<file path="config.mk">
export PLATFORM = sky130hd
export DESIGN_NAME = hbt_ctrl
export DESIGN_NICKNAME = d
export VERILOG_FILES = /design/src/rtl/hbt_pkg.sv /design/src/rtl/hbt_ctrl.sv
export SDC_FILE = /design/constraint.sdc
export NUM_CORES = 1
export LEC_CHECK = 0
export BUFFER_PORTS_ARGS = -buffer_cell sky130_fd_sc_hd__buf_4
export CORE_AREA = 2 2 39 41
export CTS_CLUSTER_SIZE = 25
export DETAILED_ROUTE_END_ITERATION = 12
export DIE_AREA = 0 0 41 43
export PLACE_DENSITY = 0.35
export SETUP_SLACK_MARGIN = 0.2
export SYNTH_ARGS = -nofsm -noshare
export SYNTH_HDL_FRONTEND = slang
export SYNTH_SLANG_ARGS = --single-unit
</file>
<file path="constraint.sdc">
create_clock -name clk -period 1.2 [get_ports clk]
set_input_delay 0.18 -clock clk [delete_from_list [all_inputs] [get_ports clk]]
set_output_delay 0.18 -clock clk [all_outputs]
set_load 0.02 [all_outputs]
</file>
<file path="src/rtl/hbt_pkg.sv">
// Shared types, constants and helper functions for the histogram bin table.
package hbt_pkg;

	// Table geometry and count widths.
	localparam int BIN_CAPACITY = 1024;
	localparam int COUNT_WIDTH  = 32;
	localparam int ADDR_W       = (BIN_CAPACITY > 1) ? $clog2(BIN_CAPACITY) : 1;
	localparam int IN_USE_W     = $clog2(BIN_CAPACITY + 1);
	localparam int TOTAL_W      = 48;
	localparam int WIDE_W       = TOTAL_W + 1;

	// Fixed field widths of the beats.
	localparam int FUNC_W   = 2;
	localparam int INDEX_W  = 10;
	localparam int AMOUNT_W = 32;
	localparam int VALUE_W  = 32;
	localparam int CFG_W    = 11;

	typedef logic [COUNT_WIDTH-1:0] count_t;
	typedef logic [TOTAL_W-1:0]     total_t;
	typedef logic [WIDE_W-1:0]      wide_t;
	typedef logic [ADDR_W-1:0]      addr_t;
	typedef logic [IN_USE_W-1:0]    in_use_t;

	localparam count_t COUNT_MAX = '1;
	localparam total_t TOTAL_MAX = '1;

	// Bins in use after reset, limited to the table size.
	localparam int RESET_IN_USE_RAW = 1024;
	localparam int RESET_IN_USE     = (RESET_IN_USE_RAW > BIN_CAPACITY) ?
		BIN_CAPACITY : RESET_IN_USE_RAW;

	// Operation codes carried in the func field.
	typedef enum logic [FUNC_W-1:0] {
		FUNC_READ  = 2'd0,
		FUNC_SET   = 2'd1,
		FUNC_ADD   = 2'd2,
		FUNC_CLEAR = 2'd3
	} hbt_func_e;

	// Controller states.
	typedef enum logic [1:0] {
		ST_CLEAR,
		ST_IDLE,
		ST_EXEC
	} hbt_state_e;

	// Input beat.
	typedef struct packed {
		logic [FUNC_W-1:0]   func;
		logic [INDEX_W-1:0]  bin_index;
		logic [AMOUNT_W-1:0] amount;
	} hbt_in_t;

	// Result beat.
	typedef struct packed {
		logic                accepted;
		logic [VALUE_W-1:0]  bin_value;
		logic [TOTAL_W-1:0]  total_count;
	} hbt_out_t;

	// Commands from the controller to the datapath.
	typedef struct packed {
		logic capture;
		logic execute;
		logic sweep_start;
		logic sweep_step;
	} hbt_cmd_t;

	// Status from the datapath to the controller.
	typedef struct packed {
		logic is_clear;
		logic sweep_last;
	} hbt_sts_t;

	// Limit an incoming amount to the largest count a bin can hold.
	function automatic count_t sat_amount(logic [AMOUNT_W-1:0] a);
		wide_t w;
		w = WIDE_W'(a);
		if (w > WIDE_W'(COUNT_MAX)) begin
			return COUNT_MAX;
		end
		return COUNT_WIDTH'(w);
	endfunction

	// Limit a widened total to the largest total.
	function automatic total_t sat_total(wide_t x);
		if (x > WIDE_W'(TOTAL_MAX)) begin
			return TOTAL_MAX;
		end
		return TOTAL_W'(x);
	endfunction

endpackage

</file>
<file path="src/rtl/hbt_ctrl.sv">
// Controller state machine: sequences capture, execute and the clearing sweep.
module hbt_ctrl
	import hbt_pkg::*;
(
	input  logic     clk,
	input  logic     arst_n,
	input  logic     in_valid,
	output logic     in_ready,
	output logic     out_valid,
	input  logic     out_ready,
	input  logic     cfg_we,
	input  hbt_sts_t sts,
	output hbt_cmd_t cmd
);

	hbt_state_e state_q, state_d;
	logic       out_valid_q;
	logic       ready_c;

	// State register and result-valid flag; reset starts a clearing sweep.
	always_ff @(posedge clk or negedge arst_n) begin
		if (!arst_n) begin
			state_q     <= ST_CLEAR;
			out_valid_q <= 1'b0;
		end else begin
			state_q     <= state_d;
			out_valid_q <= cmd.execute | (out_valid_q & ~out_ready);
		end
	end

	// Next state and commands.
	always_comb begin
		state_d = state_q;
		cmd     = '0;
		ready_c = 1'b0;
		case (state_q)
			ST_CLEAR: begin
				cmd.sweep_step = 1'b1;
				if (sts.sweep_last) begin
					state_d = ST_IDLE;
				end
			end
			ST_IDLE: begin
				ready_c = ~cfg_we;
				if (in_valid && !cfg_we) begin
					cmd.capture = 1'b1;
					state_d     = ST_EXEC;
				end
			end
			ST_EXEC: begin
				// The result slot must be free or draining in this cycle.
				if (!out_valid_q || out_ready) begin
					cmd.execute     = 1'b1;
					cmd.sweep_start = sts.is_clear;
					state_d         = sts.is_clear ? ST_CLEAR : ST_IDLE;
				end
			end
			default: begin
				state_d = ST_CLEAR;
			end
		endcase
		// A register write clears the table and restarts the sweep.
		if (cfg_we) begin
			cmd     = '0;
			cmd.sweep_start = 1'b1;
			state_d = ST_CLEAR;
		end
	end

	assign in_ready  = ready_c;
	assign out_valid = out_valid_q;

endmodule

</file>
==> flow_metrics.tcl <==
set metrics [dict create \
    status "finished with violations" \
    violations "setup timing" \
    flow.area_growth_from_synthesis_pct 118.6 \
    synthTopCellsByCount "sky130_fd_sc_hd__dfrtp_1, sky130_fd_sc_hd__nand2b_1, sky130_fd_sc_hd__nor2_1, sky130_fd_sc_hd__nor2b_1" \
    setup_ws_ps -107.4 \
    total_power_mw 0.3975 \
    crit_path_end_kind "output pin" \
    io_buffers 12 \
    overflow 0 \
    synthMuxAreaShare_pct 0 \
    synthTopCellsByArea "sky130_fd_sc_hd__dfrtp_1, sky130_fd_sc_hd__nand2b_1, sky130_fd_sc_hd__nor2b_4" \
    nets 53 \
    yosys.area.top_type "sky130_fd_sc_hd__dfrtp_1" \
    synth-compound-area-share_pct 18.59 \
    clock_sink_total 3 \
    main_combinational_cell_family_by_area_after_synthesis "simple AND/OR/NAND/NOR gates" \
    r2r-start "state_q[0]" \
    fin_area_um2 426.7 \
    worstSetupStartpoint "state_q[1]" \
    mappedNetlistArea_um2 195.2 \
    crit_arrival_ps 1130 \
    ys_async_sr_fraction_pct 100.0 \
    timing.slew.headroom_pct 87.02 \
    detail_route.drc_violations 0 \
    io_pins 13 \
    via_count 232 \
    cell_count_after_synthesis 21 \
    place_hpwl_um 406.4 \
    achievable-frequency_mhz 764.9 \
    height_of_the_chip_um 43 \
    cts_max_level 1 \
    gp_congestion 0.7168 \
    r2r_cells 5 \
    crit-reg2reg-capture "state_q[0]" \
    ys_seq_area_share_pct 38.46 \
    routed_wirelength_um 635 \
    antenna_cells 0 \
    cts_inserted_buffers 3 \
    timing.clock.skew_ps 1.106 \
    clock_tree_from_tritoncts "built" \
    count_of_fill_cells_added_during_filler_insertion 149 \
    drt-initial-drc-count 2 \
    period_minus_slack_ps 1307 \
    synthSimpleGateAreaFrac_pct 42.95 \
    min_path_type "in -> reg" \
    antenna_found_initial 0 \
    power-per-cell-area_nw_per_um2 931.6 \
    max-cap-violations 0 \
    post_route_cells_drive_above_1_share_pct 71.11 \
    synth_fa_ha_area_share_pct 0 \
    timing.setup.critical_path_class "reg -> out" \
    share_of_the_synthesized_netlist_area_taken_by_xor_and_xnor_gates_pct 0 \
    layout_worst_path_cycle_share_pct 108.9 \
    synth_ff_type "sky130_fd_sc_hd__dfrtp_1" \
    max_slew.worst_pin.slew_ps 193.5 \
    yosys.cell_types.count 15 \
    placement.setup.worst_slack_ps 51.98 \
    number_of_enable_type_register_cells_in_the_synthesized_netlist 0 \
    reg2reg_slack_ps -30 \
    groute.usage.overall_pct 8.844 \
    post_synthesis_sequential_element_count 3 \
    grt_first_pass_wirelength_um 993 \
    synthesis.nets 28 \
    chipWidth_um 41 \
    unrepaired_setup_endpoints_after_global_routing "yes" \
    placed_cell_area_um2 319.1 \
    synth_top_cell_area_share_pct 38.46 \
    row_count 14 \
    initial_core_util_pct 14.10 \
    max-vdd-ir-drop_mv 0.3002 \
    clock_tree.buffer_depth 2 \
    drt_first_pass_iters 2 \
    timing.critical_path.to "cmd[1]" \
    final-hold-violation-count 0 \
    core_region_um2 1384 \
    worstSkewPairLatency_ps 230 \
    grt_start_max_net_pins 8 \
    worst-path-max-fanout 4 \
    final_antenna_net_count 0 \
    worst_hold_slack_ps 141.4 \
    setup_viol_count_final 6 \
    final_core_utilization_pct 30.83 \
    average_via_count_per_standard_cell 3.803 \
    yosysWarningCount 0 \
    syn-mean-instance-area_um2 9.295 \
    timing.critical_path.required_ps 1020 \
    timing.final.max_slew_violations 0 \
    worstSetupStartpointType "flop" \
    cts.reportedPaths.clkPinSlew_ps 40 \
    post_drt_wl_per_cell_um 10.41 \
    first_global_vias 249 \
    ctsRootBufferMaster "sky130_fd_sc_hd__clkbuf_4" \
    die_area_um2 1763 \
    leakagePower_nw 0.1945 \
]
==> kinds of logic (layout without fill, tap and decap cells) <==
logic type	count (synthesis)	after routing
AND/OR/NAND/NOR	13	13
flip-flops	3	3
AO/OA/AOI/OAI	5	5
buffers and inverters	0	24
==> worst min-delay path by stage <==
| stage | start | depth (start not counted) | endpoint |
|---|---|---|---|
| final | sts[1] | 2 | state_q[0] |
| after global routing | sts[1] | 2 | state_q[0] |
| after CTS | sts[1] | 2 | state_q[0] |
| after detailed placement | arst_n | 1 | state_q[1] |
| after global placement | arst_n | 1 | state_q[1] |
| after floorplan | arst_n | 0 | out_valid |
==> what timing repair did <==
action	CTS	global route
gates resized for setup	3	3
pin swaps	2	2
setup buffers	5	2
setup endpoints to repair	6	7
hold buffers	1	0
hold endpoints to repair	3	0
==> area by class of cell <==
class                   count  area (µm²)  share of cell area [%]
repair buffers             20       163.9                   38.42
well taps                  16       20.02                   4.692
multi-input cells          18       138.9                   32.55
clock buffers               4       26.28                   6.158
flip-flops and latches      3       77.57                   18.18
==> sequential cells by signal (all words and copies together), names as in the netlist <==
| name | flops |
|---|---|
| out_valid | 1 |
| state_q | 2 |
==> power by group <==
group | switching, mW | total [mW] | leakage [nW] | internal [mW]
clock network | 0.0525 | 0.177 | 0.0150 | 0.125
registers | 0.00828 | 0.116 | 0.0376 | 0.108
logic | 0.0451 | 0.104 | 0.142 | 0.0591
total | 0.106 | 0.397 | 0.194 | 0.292
==> layout by cell type, fill, tap and decap left out <==
cell type                       count
sky130_fd_sc_hd__buf_4             16
sky130_fd_sc_hd__nand2b_1           3
sky130_fd_sc_hd__clkbuf_4           3
sky130_fd_sc_hd__buf_6              3
sky130_fd_sc_hd__nor2b_1            2
sky130_fd_sc_hd__dfrtp_2            2
sky130_fd_sc_hd__nor2b_4            1
sky130_fd_sc_hd__nand2_2            1
sky130_fd_sc_hd__nor2_4             1
sky130_fd_sc_hd__a31o_2             1
sky130_fd_sc_hd__nor3_2             1
sky130_fd_sc_hd__o21ai_0            1
sky130_fd_sc_hd__nor2_2             1
sky130_fd_sc_hd__and2_1             1
sky130_fd_sc_hd__and3_1             1
sky130_fd_sc_hd__o21ai_1            1
sky130_fd_sc_hd__o31ai_2            1
sky130_fd_sc_hd__nand3b_1           1
sky130_fd_sc_hd__a21oi_2            1
sky130_fd_sc_hd__clkbuf_1           1
sky130_fd_sc_hd__dlygate4sd3_1      1
sky130_fd_sc_hd__dfrtp_1            1
==> stage by stage <==
step / std cells / TNS (ps)
floorplan: 21 / 0
detailed placement: 49 / 0
CTS: 59 / -441.5
global placement: 49 / 0
finish: 61 / -403.8
global route: 61 / -798.3
==> layer usage <==
layer  up-vias  global-route usage [%]  share of wire [%]
li1        120                       -                  -
met1       100                   8.710                 41
met2        10                   12.50                 49
met3         2                   5.236                6.0
met4         0                   7.333                3.3
met5         -                       0                  0
==> worst max-delay path: stages (launching register included) <==
cell and delay [ps]:
sky130_fd_sc_hd__dfrtp_1 410, sky130_fd_sc_hd__nor2b_4 150, sky130_fd_sc_hd__a31o_2 210, sky130_fd_sc_hd__buf_6 130
(Power assumes the default switching activity.)
